$ cat src/hw/rtl/apom_ram.sv
// generic single-port ram with registered read
// no dependencies
`default_nettype none
module apom_ram #(
	parameter int W = 8,
	parameter int D = 256
) (
	input  wire logic                 clk,
	input  wire logic                 we,
	input  wire logic [$clog2(D)-1:0] addr,
	input  wire logic [W-1:0]         wdata,
	output logic      [W-1:0]         rdata
);

	logic [W-1:0] mem_q [D];

	always_ff @(posedge clk) begin
		if (we) begin
			mem_q[addr] <= wdata;
		end
		rdata <= mem_q[addr];
	end

endmodule
`default_nettype wire

$ cat config.mk
export PLATFORM = sky130hd
export DESIGN_NAME = apom_ram
export DESIGN_NICKNAME = d
export VERILOG_FILES = /design/src/hw/rtl/apom_ram.sv
export SDC_FILE = /design/constraint.sdc
export NUM_CORES = 2
export LEC_CHECK = 0
export BUFFER_PORTS_ARGS = -buffer_cell sky130_fd_sc_hd__buf_4
export CAP_MARGIN = 10
export CORE_ASPECT_RATIO = 1.4
export CORE_MARGIN = 2
export CORE_UTILIZATION = 48
export CTS_CLUSTER_SIZE = 16
export DETAILED_ROUTE_END_ITERATION = 8
export PLACE_DENSITY = 0.65
export REMOVE_ABC_BUFFERS = 1
export SLEW_MARGIN = 30
export SYNTH_ARGS = -nofsm -noshare
export SYNTH_HDL_FRONTEND = slang
export SYNTH_SLANG_ARGS = --single-unit
export TNS_END_PERCENT = 20
$ cat constraint.sdc
create_clock -name clk -period 2.2 [get_ports clk]
set_input_delay 0.22 -clock clk [delete_from_list [all_inputs] [get_ports clk]]
set_output_delay 0.22 -clock clk [all_outputs]
set_load 0.02 [all_outputs]
---- Word level (Yosys, flattened, before mapping) ----
Memories as Yosys holds them, arrays and structs flattened. A register that Yosys moved wholly into a read port is not among the register bits.
Cells that the tools add are included.
word-level totals
  bits in registers ....................... 0
  latch bits .............................. 0
  RAM bits ................................ 2048
  bits in read-only memories .............. 0
  input bits .............................. 18
  memories kept ........................... 1
cells by class
  add/subtract/negate cells ............... 0
  $mul .................................... 0
  div/mod/pow operators ................... 0
  order comparisons ....................... 0
  equal/unequal tests ..................... 0
  shift-type cells ........................ 0
  mux-type cells .......................... 2
  bitwise logic cells ..................... 0
  reduce and logical (&&, ||, !) cells .... 0
memory list
  memory  words  width  read ports  clocked after Yosys merged registers in  write ports  line  text
  mem_q   256    8      1           1                                        1            15    logic [W-1:0] mem_q [D];
operator list
  operator          count
  1-bit 2-to-1 mux  2

---- Logic depth before layout (Yosys ltp) ----
  depth in word-level cells ............... 2
  mapped depth ............................ 10
  mapped depth without buffers ............ 5

---- Least setup slack after synthesis ----
Ideal clock, no wire load.
  path kind ............................... in2reg
  start point ............................. input addr[1]
  end point ............................... memory mem_q[111][0] (enable)
  library setup time ...................... 0.370 ns
  arrival ................................. 2.069 ns
  data required time ...................... 1.830 ns
  slack ................................... -0.239 ns
  stages on the path ...................... 9
  path buffers ............................ 5
  path through ............................ buf_2 -> clkbuf_1 -> clkbuf_1 -> nand2_1 -> buf_2 -> nor2_1 -> nand2_1 -> clkbuf_1 -> nor2_1
RTL lines
  item             line  text
  start, declared  10    input wire logic [$clog2(D)-1:0] addr,
  end, declared    15
Straight into the memory's write port.

==> flow_summary.toml <==
[grt]
grt_max_degree = 106
gr-usage-all-layers = 0.235
grt_pass1_wl_microns = 282000
grt_pass1_vias = 40300
antenna_found_initial = 3
grt.overflow.total = 0

[timing]
period_needed_ns = 2.26
worst_slack_ns = -0.0647
finClkSkew_ns = 0.0273
grt_setup_unrepaired = "yes"
fin_crit_sh = 1.03
finalHoldViolations = 0
slew_headroom = 0.462
maxSlewViolCount = 0
fmax_mhz = 442
finalSetupViolCount = 2
tns_ns = -0.0894
hold_slack_ns = 0.0718
worstMarginPinSlew_ns = 0.807

[worst_setup_path]
crit_path_max_fanout = 1
r2r-end = "rdata[0]"
crit_required_ns = 2.87
cp-start-kind = "flop"
criticalPathCategory = "flop to flop"
reg2reg_from = "mem_q[233][0]"
cp-end-kind = "flop"
r2r_slack_ns = -0.06
r2r_cells = 5
crit_arrival_ns = 2.93

[place]
dp_hpwl_microns = 126000
io_buffers = 25
place_congestion = 0.828
pre_cts_ws_ns = -1.32
post_dp_cell_area_sq_mm = 0.0868

[synthesis]
synth_warnings = 0
synth_cell_types = 22
synth_flop_cell = "edfxtp_1"
syn_area_per_cell_sq_um = 22.1
synthCells = 3547
ys_ff_latch = 2056
async_flop_share = 0
synth_edf_count = 2048
synth_area_sq_mm = 0.0785
ys_seq_area_frac = 0.786

[outcome]
violations = "negative setup slack"
status = "finished with violations"

[min_path]
whs_path_depth = 1
hp-class = "input port to flop"
min_from = "wdata[3]"
hold_end = "mem_q[8][3]"

[cts]
cts_max_path_buffers = 3
cts_buffers = 181
cts_tree = "built"
clock_latency_ns = 0.82
path_clk_slew_ns = 0.06
ctsRootBufferMaster = "clkbuf_16"
htreeDepth = 4
numClockSinks = 2056

[detailed_routing]
wl_per_cell_microns = 29.9
drc = 0
vias = 39200
dr.pass1.iters = 6
routed_wl_microns = 194000
first_iter_violations = 4400
antenna_left = 0
viasPerCell = 6.05

[finish]
post-route-util = 0.573
postLayoutCellArea_sq_mm = 0.0931
drive_above_1_share = 0.354
most-common-layout-cells = "2048 x edfxtp_1, 595 x buf_4, 512 x mux4_2, 231 x a22oi_1, 231 x nor2_1"
final_nets = 4234
layout_commonest_cell = "edfxtp_1"
syn_to_final_growth_pct = 18.7

[power]
power.density_mw_per_mm2 = 850
vdd_drop_max_uv = 884
p_leak_nw = 29.8

[floorplanning]
rows = 175
die_area_sq_mm = 0.167
core-area_sq_mm = 0.162
initial_utilization = 0.483
pin_count = 26
die_y_microns = 482
dieWidth_microns = 346

[flow_run]
maxCapViolations = 0
cell type report:
| type | instances | area [sq um] |
|---|---|---|
| Timing Repair Buffer | 718 | 6800 |
| Fill cell | 11800 | 69300 |
| Multi-Input combinational cell | 1258 | 16200 |
| Sequential cell | 2056 | 61700 |
| Clock inverter | 100 | 976 |
| Clock buffer | 226 | 4870 |
| Inverter | 1 | 3.75 |
| Antenna cell | 2 | 5.00 |
| Tap cell | 2124 | 2660 |
per-layer routing:
| layer | wire length (microns) | track usage |
|---|---|---|
| met2 | 101000 | 0.409 |
| met3 | 13100 | 0.0323 |
| met5 | 0 | 0 |
| met4 | 7530 | 0.0921 |
| met1 | 72500 | 0.301 |
registers in the layout (all words and copies together), names as in the netlist:
name and cells:
rdata 8, mem_q 2048
worst max-delay path by stage:
stage / startpoint / endpoint / slack [ns] / cells after the start
2_1_floorplan: addr[3] / mem_q[132][0] / -4.87 / 3
3_3_place_gp: addr[0] / rdata[4] / -1.58 / 9
3_5_place_dp: addr[0] / rdata[5] / -1.32 / 10
4_1_cts: mem_q[74][0] / rdata[0] / -0.04 / 7
5_1_grt: mem_q[43][5] / rdata[5] / -0.05 / 7
6_report: mem_q[233][0] / rdata[0] / -0.06 / 5
what timing repair did:
action / CTS / global route
gates resized for setup: 46 / 17
pin swaps: 12 / 8
hold endpoints to repair: 360 / 0
hold buffers: 8 / 0
buffers inserted: 0 / 0
endpoints found under the setup margin: 8 / 8
Yosys cell counts, types with 6 or more instances:
cell,count,share of area
a21oi_1,128,0.0082
a22oi_1,256,0.024
buf_1,19,0.00091
buf_2,36,0.0023
buf_4,16,0.0015
buf_6,16,0.0023
clkbuf_1,145,0.0069
dfxtp_1,8,0.0020
edfxtp_1,2048,0.78
mux4_2,512,0.15
nand2_1,28,0.0013
nand2b_1,6,0.00048
nand3_1,13,0.00083
nand4_1,8,0.00064
nor2_1,232,0.011
nor2b_1,7,0.00056
nor3_1,30,0.0019
o41ai_1,32,0.0036
where the power goes:
part | total [mW] | switching, mW | internal [mW]
clock | 31.6 | 13.9 | 17.7
combinational | 4.37 | 2.57 | 1.81
sequential | 43.2 | 0.0870 | 43.2
per-stage QoR:
step	total power, mW	cells
after floorplan	45.5	3315
after global placement	48.3	6149
after detailed placement	48.4	6149
after CTS	79.7	6483
after global routing	81.2	6484
final	79.2	6485
worst max-delay path, stage by stage (launching register included):
cell      delay [ns]
edfxtp_1        0.37
mux4_2          0.57
a22oi_2         0.28
a21oi_1         0.15
o41ai_4         0.58
nand4_1         0.16
cells by family after synthesis:
group,synth area share
compound gates,0.0362
buf+inv,0.0140
flops,0.786
mux,0.147
simple gates,0.0173
No activity file was read; power rests on OpenSTA's default activity.
