===== config.mk =====
export PLATFORM = sky130hd
export DESIGN_NAME = apom_cell
export DESIGN_NICKNAME = d
export VERILOG_FILES = /design/src/hw/rtl/apom_pkg.sv /design/src/hw/rtl/apom_cell.sv
export SDC_FILE = /design/constraint.sdc
export NUM_CORES = 1
export LEC_CHECK = 0
export BUFFER_PORTS_ARGS = -buffer_cell sky130_fd_sc_hd__buf_2
export CAP_MARGIN = 25
export CORE_MARGIN = 4
export CORE_UTILIZATION = 44
export CTS_BUF_LIST = sky130_fd_sc_hd__clkbuf_2 sky130_fd_sc_hd__clkbuf_4 sky130_fd_sc_hd__clkbuf_8
export DETAILED_ROUTE_END_ITERATION = 12
export GPL_ROUTABILITY_DRIVEN = 1
export PLACE_DENSITY_LB_ADDON = 0.2
export SLEW_MARGIN = 40
export SYNTH_ARGS = -nofsm -noshare
export SYNTH_HDL_FRONTEND = slang
export SYNTH_SLANG_ARGS = --single-unit

===== constraint.sdc =====
create_clock -name clk -period 2 [get_ports clk]
set_input_delay 0.3 -clock clk [delete_from_list [all_inputs] [get_ports clk]]
set_output_delay 0.3 -clock clk [all_outputs]
set_load 0.01 [all_outputs]

===== src/hw/rtl/apom_pkg.sv =====
// package for the adapter prefix overlap matcher
// request, outcome, register and cell-operation codes, defaults, cell control struct
// no dependencies
`default_nettype none
package apom_pkg;

	localparam int MAX_ADAPTERS_DEF    = 16;
	localparam int MAX_ADAPTER_LEN_DEF = 64;
	localparam int MAX_READ_LEN_DEF    = 256;

	localparam int PERCENT_SCALE = 100;

	localparam logic [1:0] REQ_CLEAR   = 2'd0;
	localparam logic [1:0] REQ_ADAPTER = 2'd1;
	localparam logic [1:0] REQ_READ    = 2'd2;

	localparam logic [1:0] OUT_NO_MATCH = 2'd0;
	localparam logic [1:0] OUT_MATCH    = 2'd1;
	localparam logic [1:0] OUT_INVALID  = 2'd2;

	localparam logic [1:0] REG_MIN_OVERLAP   = 2'd0;
	localparam logic [1:0] REG_MATCH_PERCENT = 2'd1;
	localparam logic [1:0] REG_QUALITY_FLOOR = 2'd2;

	localparam logic [5:0] MIN_OVERLAP_RST   = 6'd8;
	localparam logic [6:0] MATCH_PERCENT_RST = 7'd80;
	localparam logic [7:0] QUALITY_FLOOR_RST = 8'd48;

	localparam logic [2:0] CELL_HOLD  = 3'd0;
	localparam logic [2:0] CELL_CLEAR = 3'd1;
	localparam logic [2:0] CELL_LOAD  = 3'd2;
	localparam logic [2:0] CELL_RUN   = 3'd3;
	localparam logic [2:0] CELL_EVAL  = 3'd4;

	typedef struct packed {
		logic [2:0] op;
		logic [7:0] rbase;
		logic       qlow;
	} cell_ctl_t;

endpackage
`default_nettype wire


===== src/hw/rtl/apom_cell.sv =====
// one overlap cell: holds an adapter base and the score of one offset
// depends on apom_pkg
`default_nettype none
module apom_cell #(
	parameter int SW = 7
) (
	input  wire logic                clk,
	input  wire logic                arst_n,
	input  wire apom_pkg::cell_ctl_t ctl,
	input  wire logic                up_vld,
	input  wire logic [7:0]          up_base,
	input  wire logic                dn_vld,
	input  wire logic [7:0]          dn_base,
	input  wire logic [SW-1:0]       dn_score,
	output logic                     vld_q,
	output logic      [7:0]          base_q,
	output logic      [SW-1:0]       score_q
);

	logic hit;

	assign hit = vld_q && ((base_q == ctl.rbase) || ctl.qlow);

	always_ff @(posedge clk or negedge arst_n) begin
		if (!arst_n) begin
			vld_q <= 1'b0;
		end else begin
			unique case (ctl.op)
				apom_pkg::CELL_CLEAR: vld_q <= 1'b0;
				apom_pkg::CELL_LOAD:  vld_q <= up_vld;
				apom_pkg::CELL_RUN:   vld_q <= dn_vld;
				default:              vld_q <= vld_q;
			endcase
		end
	end

	always_ff @(posedge clk) begin
		unique case (ctl.op)
			apom_pkg::CELL_CLEAR: begin
				score_q <= '0;
			end
			apom_pkg::CELL_LOAD: begin
				base_q <= up_base;
			end
			apom_pkg::CELL_RUN: begin
				base_q <= dn_base;
				if (hit) begin
					score_q <= score_q + SW'(1);
				end
			end
			apom_pkg::CELL_EVAL: begin
				score_q <= dn_score;
			end
			default: begin
			end
		endcase
	end

endmodule
`default_nettype wire


* Word level (Yosys, flattened, before mapping)
Cells that the tools add are included.
** Storage, ports and cells
- Register bits after elaboration :: 16
- Bits in latches :: 0
- Bits in writable memories :: 0
- Memory bits (read-only) :: 0
- Output and inout port bits :: 16
- Logic and storage cells :: 20
- Memories kept :: 0
** Operators by class
- Add/sub/neg operators :: 1
- Multipliers :: 0
- Divide/modulo/power cells :: 0
- Order comparisons :: 0
- Equality and inequality tests :: 6
- Shifts and indexed selects :: 0
- Muxes and demuxes :: 4
- Bitwise operators :: 0
- Reductions and logical operators :: 6
** Operators with widths (count)
- 7-bit one-hot mux with 3 select lines :: 1
- 8-bit one-hot mux with 2 select lines :: 1
- 8-bit equality test :: 1
- 7-bit by 1-bit adder with 7-bit output (second input constant) :: 1
- 7-bit 2-to-1 mux :: 1
- 3-bit by 2-bit equality test with 1-bit output (second input constant) :: 2
- 3-bit nonzero test :: 2
- 3-bit by 1-bit equality test with 1-bit output (second input constant) :: 1
- 3-bit equality test (second input constant) :: 1
- 1-bit one-hot mux with 3 select lines :: 1
- 2-bit != test (second input constant) :: 1
- 2-bit AND reduction :: 1
- 2-bit nonzero test :: 1
- 1-bit logical AND :: 1
- 1-bit logical OR :: 1

* Logic depth before layout (Yosys ltp)
Gate-level depths: netlist of the first run.
- Depth after elaboration :: 5
- Depth in mapped cells :: 5
- Mapped depth without buffers :: 5

* Worst setup path after synthesis of the first run
Ideal clock, no wire load.
- Path kind :: register to register
- From :: reg base_q[4]
- To :: reg score_q[0] (enable)
- Library setup time :: 0.381 ns
- Arrival :: 1.519 ns
- Data required time :: 1.619 ns
- Slack :: 0.100 ns
- Cell stages (with the launch flop) :: 5
- Buffers on the path :: 0
- Clock period less this slack :: 1.900 ns
- Cell sequence :: edfxtp_1 xor2_1 nor4_1 nand4_1 o21ai_0
** Between the ends
- Longest elaborated chain between the ends :: 5
** Ends and longest elaborated chain
- from (decl) :: line apom_cell.sv:16 : output logic [7:0] base_q,
- from (signal assigned) :: line apom_cell.sv:43 : base_q <= up_base;
- from (signal assigned) :: line apom_cell.sv:46 : base_q <= dn_base;
- 8-bit equality test :: line apom_cell.sv:22 : assign hit = vld_q && ((base_q == ctl.rbase) || ctl.qlow);
- 1-bit logical OR :: line apom_cell.sv:22
- 1-bit logical AND :: line apom_cell.sv:22
- 2-bit != test (no source line)
- 2-bit AND reduction (no source line)
- to (signal assigned) :: line apom_cell.sv:48 : score_q <= score_q + SW'(1);
- to (signal assigned) :: line apom_cell.sv:52 : score_q <= dn_score;
- to (decl) :: line apom_cell.sv:17 : output logic [SW-1:0] score_q
No other way between the ends.
A chain may end at the register's enable or synchronous reset.

* Worst setup path after layout of the first run
Ends and elaborated chain as after synthesis.

==> reports/results.ini, run 1 <==
[outcome]
run_status=finished, final reports clean

[placed_design]
placedInstanceArea_sq_mm=0.00122
place.detailed.hpwl_mm=1.62
routabilityCongestion=0.749
place_ws_ns=0.329
port-buffer-count=54

[cts]
number_of_clock_sinks=16
post-cts-setup-buffer-count=0
cts-root-buf=sky130_fd_sc_hd__clkbuf_4
cts.clk_slew.worst_paths_ns=0.09
cts_inserted_buffers=3
cts-htree-levels=1
postCtsResizedCells=0
cts.path.max_buffers=2
clk_latency_ns=0.28
cts_tree=yes

[layout]
design.final.nets=173
finish.utilization=0.647
antenna_cells=0
layout.cell_area.non_filler_sq_mm=0.00127
drive_above_1_share=0.545
area_growth_pct=39.0

[power]
cellPowerDensity_mw_per_mm2=613
p_leak_nw=0.570
ir_worst_vdd_v=0.000498

[logic_synthesis]
post_synth.cell_area_avg_sq_um=12.7
synthDistinctLibCells=24
synth-warning-count=0
yosysSeqAreaShare=0.521
number_of_synthesized_register_bits=16
postSynthNetCount=112
netlist_instances=72
synth_cell_area_sq_um=913

[drt]
dr_wl_met3_um=144
initialDrtViolationCount=5
met2WireLength_mm=1.07
m1WireLength_um=823
wl_per_cell_um=12.9
top_layer=met4
routed_via_density=4.83
ant_nets=0
vias=768
total_wirelength_of_the_detailed_routed_design_mm=2.05
detail_route.drc_violations=0
first_pass_iters=4

[worst_setup_path]
crit_slowest_cell=sky130_fd_sc_hd__edfxtp_1
critPathKind=flip-flop to flip-flop
r2r_cells=5
regToRegSetupSlack_ns=0.36
crit_path_max_incr_delay_ns=0.40
worst-endpoint-required_ns=2.01
critical_path.reg2reg.startpoint=base_q[4]
worstSetupPathDepth=5
critical_path.n_buffers_inverters=1
path_cells=xor2_1 -> nor4_1 -> nand4_1 -> o21ai_0 -> buf_4
path_delay_family=simple AND/OR/NAND/NOR gates
crit_path_max_fanout=7
critical_path_arrival_ns=1.64
reg2reg_to=score_q[0]
worstSetupEndpointType=flip-flop
critical_path_start_type=flip-flop

[flow_run]
timing.max_cap.violations=0

[global_route]
grt_start_max_net_pins=15
number_of_antenna_violations_at_the_first_check_in_global_routing=0
grt_usage=0.149
grt_pass1_vias=736
global_route_wire_length_before_repair_mm=3.08
grt_remaining_overflow=0

[timing]
final-hold-violation-count=0
maxSlewHeadroom=0.826
fin_skew_ns=0.00123
post-route-worst-setup-slack_ns=0.363
finalMaxSlewViolations=0
setup_viol=0
period_share=0.818
period_needed_ns=1.64
timing.hold.ws_ns=0.283
grt_setup_unrepaired=false
worst_pin_slew_ns=0.259
maxClockFrequency_mhz=611
setup_total_negative_slack_ns=0

[floorplan]
dieArea_sq_mm=0.00287
die_width_um=53.6
floorplan.rows=16
dieHeight_um=53.6
core_area_sq_mm=0.00196
number_of_placed_i_o_pins=55
floorplan.initialDensity=0.466

[min_path]
holdCritStartpoint=dn_vld
timing.hold.worst.class=input port to flip-flop
timing.hold.worst_path_depth=3
hold_worst_path_end=vld_q

power by group:
group	internal [mW]	switching (mW)	total, mW
registers	0.395	0.0181	0.413
clock network	0.111	0.0992	0.210
logic	0.0862	0.0694	0.156
total	0.592	0.187	0.778
stage by stage:
stage | instances | power (mW)
4_1_cts | 159 | 0.789
6_report | 159 | 0.778
3_3_place_gp | 154 | 0.572
2_1_floorplan | 72 | 0.499
5_1_grt | 159 | 0.825
3_5_place_dp | 154 | 0.576
final cells by class:
cell class              instances  area (sq um)
fillers                       187           692
flip-flops and latches         16           475
multi-input cells              54           422
repair buffers                 58           303
clock buffers                   4          36.3
well taps                      27          33.8
cells by family after synthesis:
group | share of synthesized area
xor+xnor | 0.125
simple gates | 0.127
compound gates | 0.0808
mux | 0.115
fa+ha+maj | 0.0137
buf+inv | 0.0178
flops | 0.521
per-layer routing:
| metal | global-route usage | vias to the layer above |
|---|---|---|
| met4 | 0.0766 | 0 |
| met3 | 0.0277 | 2 |
| li1 | - | 386 |
| met2 | 0.255 | 24 |
| met1 | 0.177 | 356 |
| met5 | 0 | - |
worst max path at each step:
stage	endpoint	startpoint	slack [ns]
after global placement	score_q[1]	ctl[5]	0.38
after CTS	score_q[0]	base_q[4]	0.34
after detailed placement	score_q[0]	ctl[5]	0.33
final	score_q[0]	base_q[4]	0.36
after global routing	score_q[0]	base_q[4]	0.22
after floorplan	score_q[0]	base_q[4]	0.10
cells in the final DEF, fill, tap and decap left out, types with 2 or more instances in the layout:
| cell | n |
|---|---|
| sky130_fd_sc_hd__buf_4 | 3 |
| sky130_fd_sc_hd__edfxtp_1 | 15 |
| sky130_fd_sc_hd__a21oi_1 | 3 |
| sky130_fd_sc_hd__xor2_1 | 6 |
| sky130_fd_sc_hd__nand2_1 | 8 |
| sky130_fd_sc_hd__xnor2_1 | 7 |
| sky130_fd_sc_hd__buf_2 | 54 |
| sky130_fd_sc_hd__clkbuf_4 | 3 |
| sky130_fd_sc_hd__mux2_2 | 4 |
| sky130_fd_sc_hd__o21ai_0 | 8 |
| sky130_fd_sc_hd__mux2_4 | 4 |
| sky130_fd_sc_hd__nand3_1 | 2 |
synth_stat cells (all sizes together):
cell type	instances	area share
nor4	1	0.0069
xnor2	7	0.067
and2b	1	0.0082
dfrtp	1	0.027
nor2b	1	0.015
edfxtp	15	0.49
buf	1	0.012
a32oi	1	0.0096
clkbuf	1	0.0055
nor2	1	0.0041
ha	1	0.014
nand2	9	0.045
nand3	2	0.011
nand4	1	0.0069
a32o	1	0.011
xor2	6	0.058
o21ai	8	0.044
a21oi	3	0.016
nand4b	1	0.0096
nor3b	1	0.014
and3	1	0.0069
mux2	8	0.12
state kept, by name, indices dropped and copies added (netlist names):
register	cells
base_q	8
score_q	7
vld_q	1
what timing repair did:
action,4_1_cts,5_1_grt
hold buffers,1,0
endpoints found under the setup margin,0,0
endpoints found under the hold margin,1,0
worst reg2reg max path: stages (launching register included):
cell and delay, ns:
sky130_fd_sc_hd__edfxtp_1 0.40, sky130_fd_sc_hd__xor2_1 0.16, sky130_fd_sc_hd__nor4_1 0.30, sky130_fd_sc_hd__nand4_1 0.14
sky130_fd_sc_hd__o21ai_0 0.17, sky130_fd_sc_hd__buf_4 0.18
No activity file was read; power rests on OpenSTA's default activity.
==> run 2: changes to the inputs <==
CORE_UTILIZATION = 40   (was 44)
clock period = 1.5 ns   (was 2 ns; I/O delays follow)
==> run 2 against run 1 <==
The run now ends with negative setup slack left. Largest power group unchanged. Clock power rose by 9%. Design area up 1.4%. Total power up 28%. Register-to-register slack worse by 0.54 ns. First-iteration DRC count up 40%. Worst hold slack worse by 0.053 ns. Sequential cell count did not move. Non-clock buffer count grew 2. Die area grew 8.5%.
==> reports/results.ini, run 2 (synthesized netlist as in run 1, its figures left out) <==
[cts]
cts.clk_slew.worst_paths_ns=0.10
cts_tree=yes
number_of_clock_sinks=16
clk_latency_ns=0.28
cts-root-buf=sky130_fd_sc_hd__clkbuf_4
cts-htree-levels=1
cts_inserted_buffers=3
cts.path.max_buffers=2

[layout]
layoutNonFillerInstCount=162
largest_reg_flops=8
fillCellCount=197
layout.cells.most_common_list=54 x sky130_fd_sc_hd__buf_2, 15 x sky130_fd_sc_hd__edfxtp_1, 8 x sky130_fd_sc_hd__nand2_1
area_growth_pct=41.0
drive_above_1_share=0.552
layout_top_registers=base_q (8), score_q (7), vld_q (1)
sequential_cell_area_sq_um=475
largest_reg_by_ff_count=base_q
design.final.nets=175
antenna_cells=0
layout.cells.most_common=sky130_fd_sc_hd__buf_2
finish.utilization=0.588
multi_input_area_sq_um=433

[global_route]
grt_start_max_net_pins=15
global_route_wire_length_before_repair_mm=3.56
number_of_antenna_violations_at_the_first_check_in_global_routing=0
grt_pass1_vias=801
grt_remaining_overflow=0
grt_usage=0.143

[timing]
maxClockFrequency_mhz=598
maxSlewHeadroom=0.647
fin_skew_ns=0.00992
final-hold-violation-count=0
period_share=1.11
finalMaxSlewViolations=0
setup_viol=7
grt_setup_unrepaired=true
post-route-worst-setup-slack_ns=-0.172
worst_pin_slew_ns=0.527
period_needed_ns=1.67
timing.hold.ws_ns=0.230
setup_total_negative_slack_ns=-1.19

[placed_design]
place_ws_ns=-0.176
placed_cell_count=155
port-buffer-count=54
place.detailed.hpwl_mm=1.68
routabilityCongestion=0.742

[power]
internal_cell_power_uw=742
ir_worst_vdd_v=0.000508
cellPowerDensity_mw_per_mm2=773
p_leak_nw=0.575
clock_power_share=0.230
p_sw_uw=253
sw_frac_of_total=0.254
power.combinational.fraction=0.218
sequentialPowerShare=0.552

[drt]
wl_per_cell_um=13.0
routed_via_density=4.80
total_wirelength_of_the_detailed_routed_design_mm=2.10
initialDrtViolationCount=7
vias=777
first_pass_iters=4
detail_route.drc_violations=0
ant_nets=0

[worst_setup_path]
critPathKind=flip-flop to flip-flop
crit_path_start=base_q[4]
crit_path_max_fanout=7
critical_path_start_type=flip-flop
critical_path.reg2reg.startpoint=base_q[4]
worst-endpoint-required_ns=1.47
worstSetupEndpointType=flip-flop
critical_path_arrival_ns=1.64

[floorplan]
floorplan.initialDensity=0.417
floorplan.rows=17
dieHeight_um=55.8
number_of_placed_i_o_pins=55
core_area_sq_mm=0.00219
dieArea_sq_mm=0.00311
die_width_um=55.8

[min_path]
holdCritStartpoint=dn_score[2]
timing.hold.worst.class=input port to flip-flop

[flow_run]
timing.max_cap.violations=0

[outcome]
violations_in_the_final_reports=negative setup slack
run_status=finished with violations

[run 2: critical path, cell delays in order, from the launching register on]
cell,delay [ns]
sky130_fd_sc_hd__edfxtp_1,0.41
sky130_fd_sc_hd__xor2_1,0.16
sky130_fd_sc_hd__nor4_1,0.30
sky130_fd_sc_hd__nand4_1,0.21
sky130_fd_sc_hd__o21ai_4,0.28
[run 2: worst paths after layout]
path                            cells after the start  slack, ns          to
worst max-delay path                                4      -0.17  score_q[2]
worst min-delay path                                3       0.23  score_q[2]
worst max register to register                      4      -0.17  score_q[2]
worst min register to register                      2       0.60       vld_q
max in group asynchronous                           2       1.17       vld_q
min in group asynchronous                           2       0.25       vld_q
[run 2: area by class of cell]
type	count	share of cell area
timing repair buffer	60	0.247
tap	28	0.0272
clock buffer	3	0.0175
clock inverter	1	0.00292
sequential	16	0.369
multi-input combinational	54	0.336
[run 2: repair_timing]
action / CTS / global route
buffers inserted: 0 / 2
resized for setup: 0 / 0
hold buffers: 1 / 0
setup endpoints to repair: 7 / 8
cloned: 0 / 0
hold endpoints to repair: 1 / 0
[run 2: power groups by stage]
stage / Combinational [mW] / Sequential [mW] / Clock (mW)
2_1_floorplan: 0.0945 / 0.574 / 0
3_3_place_gp: 0.209 / 0.558 / 0
3_5_place_dp: 0.212 / 0.561 / 0
4_1_cts: 0.215 / 0.550 / 0.229
5_1_grt: 0.241 / 0.555 / 0.252
6_report: 0.217 / 0.549 / 0.228
[run 2: per-layer routing]
layer / GRT usage / routed length [um] / vias to the layer above
met1: 0.183 / 889 / 356
li1: - / - / 392
met3: 0.0348 / 143 / 2
met5: 0 / 0 / -
met4: 0.0417 / 10 / 0
met2: 0.236 / 1060 / 27
[run 2: stage by stage]
stage,cell area (sq um),total power [mW]
2_1_floorplan,925,0.669
3_3_place_gp,1240,0.767
3_5_place_dp,1240,0.772
4_1_cts,1270,0.994
5_1_grt,1290,1.05
6_report,1290,0.995
==> run 3: changes to the inputs <==
ABC_AREA = 1   (was not set)
CORE_UTILIZATION = 41   (was 40)
==> run 3 against run 2 <==
The run still ends with negative setup slack left. Sequential cell count did not move. Area after synthesis grew 6.7%. Clock skew fell by 0.0077 ns. Sequential power is essentially flat. Count of clock-buffer cells in the layout unchanged. Combinational power grew 6%. Via count grew 22%. Synthesized cell count is 63% higher. Non-clock buffer count rose by 2. First-iteration DRC count grew to 3.7 times the previous value. Setup slack gained 0.17 ns. Critical path type unchanged.
==> reports/results.ini, run 3 <==
[logic_synthesis]
cell_with_the_most_instances_after_synthesis=sky130_fd_sc_hd__nand2_1
yosysSeqAreaShare=0.488
synth.top_cells.by_count=51 x sky130_fd_sc_hd__nand2_1, 15 x sky130_fd_sc_hd__edfxtp_1, 13 x sky130_fd_sc_hd__inv_1
netlist_instances=117
netlist.area_leader.share=0.462
number_of_synthesized_register_bits=16
post_synth.cell_area_avg_sq_um=8.33
synth_cell_area_sq_um=975
synthDistinctLibCells=23
postSynthNetCount=157
synth-edff-count=15
synth_largest_area_cell=sky130_fd_sc_hd__edfxtp_1
asyncSetResetFlopFracSynth=0.0625
synth.top_cells.by_area=sky130_fd_sc_hd__edfxtp_1 46%, sky130_fd_sc_hd__nand2_1 20%, sky130_fd_sc_hd__inv_1 5.0%
synth-warning-count=0
synth-main-ff-cell=sky130_fd_sc_hd__edfxtp_1

[timing]
post-route-worst-setup-slack_ns=-0.00522
worst_pin_slew_ns=0.196
maxSlewHeadroom=0.870
setup_viol=7
maxClockFrequency_mhz=664
final-hold-violation-count=0
setup_total_negative_slack_ns=-0.0271
period_needed_ns=1.51
period_share=1.00
fin_skew_ns=0.00223
finalMaxSlewViolations=0
grt_setup_unrepaired=true

[cts]
cts.clk_slew.worst_paths_ns=0.09
cts-root-buf=sky130_fd_sc_hd__clkbuf_4
clk_latency_ns=0.27
cts_tree=yes
number_of_clock_sinks=16
cts-htree-levels=1
cts_inserted_buffers=3
cts.path.max_buffers=2

[floorplan]
die_width_um=56.8
core_area_sq_mm=0.00223
dieHeight_um=56.8
dieArea_sq_mm=0.00322
floorplan.rows=17
floorplan.initialDensity=0.436
number_of_placed_i_o_pins=55

[layout]
layout_top_registers=base_q (8), score_q (7), vld_q (1)
design.final.nets=222
layoutNonFillerInstCount=209
layout.cells.most_common_list=54 x sky130_fd_sc_hd__buf_2, 51 x sky130_fd_sc_hd__nand2_1, 15 x sky130_fd_sc_hd__edfxtp_1
fillCellCount=205
layout.cells.most_common=sky130_fd_sc_hd__buf_2
largest_reg_flops=8
layout.cell_area.non_filler_sq_mm=0.00136
area_growth_pct=39.8
antenna_cells=0
largest_reg_by_ff_count=base_q
drive_above_1_share=0.414
finish.utilization=0.610

[worst_setup_path]
path_delay_family=flip-flops
critical_path_start_type=flip-flop
critical_path.n_buffers_inverters=1
worst-endpoint-required_ns=1.50
worstSetupEndpointType=flip-flop
critPathKind=flip-flop to flip-flop
critical_path_arrival_ns=1.51
crit_slowest_cell=sky130_fd_sc_hd__edfxtp_1
crit_path_max_fanout=7
crit_path_max_incr_delay_ns=0.41
path_cells=xnor2_1 -> nand2_1 -> nor2_2 -> nand2_1 -> nand2_1 -> nand2_1 -> a21oi_2 -> buf_6
crit_top_cell=sky130_fd_sc_hd__nand2_1

[global_route]
global_route_wire_length_before_repair_mm=3.73
global_route.peak_usage_layer=met2
grt_remaining_overflow=0
grt.met3_usage=0.0368
met2_usage=0.249
grt_start_max_net_pins=12
grt_usage=0.146
number_of_antenna_violations_at_the_first_check_in_global_routing=0
grt_pass1_vias=920
met1_usage=0.181

[placed_design]
routabilityCongestion=0.809
placed_cell_count=204
place.detailed.hpwl_mm=1.93
place_ws_ns=0.00280
port-buffer-count=54
placedInstanceArea_sq_mm=0.00132

[drt]
ant_nets=0
first_pass_iters=4
total_wirelength_of_the_detailed_routed_design_mm=2.31
wl_per_cell_um=11.0
detail_route.drc_violations=0
initialDrtViolationCount=26
routed_via_density=4.55
vias=950

[power]
power.combinational.fraction=0.229
p_sw_uw=263
internal_cell_power_uw=738
p_leak_nw=0.700
cellPowerDensity_mw_per_mm2=735
sequentialPowerShare=0.550
sw_frac_of_total=0.263
clock_power_share=0.220
ir_worst_vdd_v=0.000474

[flow_run]
timing.max_cap.violations=0

[outcome]
violations_in_the_final_reports=negative setup slack
run_status=finished with violations

[min_path]
timing.hold.worst.class=input port to flip-flop

==> run 3: cell families (layout without fill, tap and decap cells) <==
group,Yosys count,in the layout,share of synthesized area
buf+inv,17,81,0.0783
flops,16,16,0.488
fa+ha+maj,1,1,0.0128
compound gates,13,13,0.0886
simple gates,64,64,0.279
xor+xnor,6,6,0.0539
==> run 3: repair_timing <==
item | 4_1_cts | 5_1_grt
resized for setup | 1 | 1
setup endpoints to repair | 7 | 7
endpoints found under the hold margin | 1 | 0
buffers inserted | 0 | 0
hold buffers | 1 | 0
pin swaps | 0 | 4
==> run 3: cell type report <==
class / count / area (sq um) / area share
timing repair buffer: 62 / 337 / 0.247
sequential: 16 / 475 / 0.349
clock inverter: 1 / 3.75 / 0.00275
clock buffer: 3 / 22.5 / 0.0165
inverter: 15 / 57.6 / 0.0422
multi-input combinational: 84 / 432 / 0.317
tap: 28 / 35.0 / 0.0257
==> run 3: power groups by stage <==
stage / logic (mW) / registers [mW] / clock network [mW]
4_1_cts: 0.232 / 0.552 / 0.228
5_1_grt: 0.261 / 0.557 / 0.257
6_report: 0.230 / 0.551 / 0.220
3_3_place_gp: 0.222 / 0.560 / 0
2_1_floorplan: 0.0963 / 0.576 / 0
3_5_place_dp: 0.229 / 0.561 / 0
==> run 3: path summary, 6_finish.rpt <==
kind	start	to	slack, ns	cells past startpoint
max reg2reg	base_q[1]	score_q[5]	-0.005	8
min	dn_base[7]	base_q[7]	0.21	3
min reg2reg	vld_q	vld_q	0.54	2
max	base_q[1]	score_q[5]	-0.005	8
min in group asynchronous	arst_n	vld_q	0.26	2
max in group asynchronous	arst_n	vld_q	1.16	2
==> run 3: per-layer routing <==
| layer | vias to the layer above | share of wire |
|---|---|---|
| li1 | 503 | - |
| met1 | 416 | 0.41 |
| met2 | 29 | 0.51 |
| met3 | 2 | 0.072 |
| met4 | 0 | 0.0048 |
| met5 | - | 0 |
==> run 3: tightest hold or removal path, cell delays in order <==
cell and delay [ns]:
sky130_fd_sc_hd__buf_2 0.07, sky130_fd_sc_hd__nand2_1 0.04, sky130_fd_sc_hd__nand2_1 0.04
==> run 3: per-stage QoR <==
step                hold slack (ns)  total power, mW
floorplan                   -0.0706            0.673
global placement          -0.000537            0.782
detailed placement          0.00102            0.789
CTS                           0.204             1.01
global route                  0.208             1.07
finish                        0.208             1.00
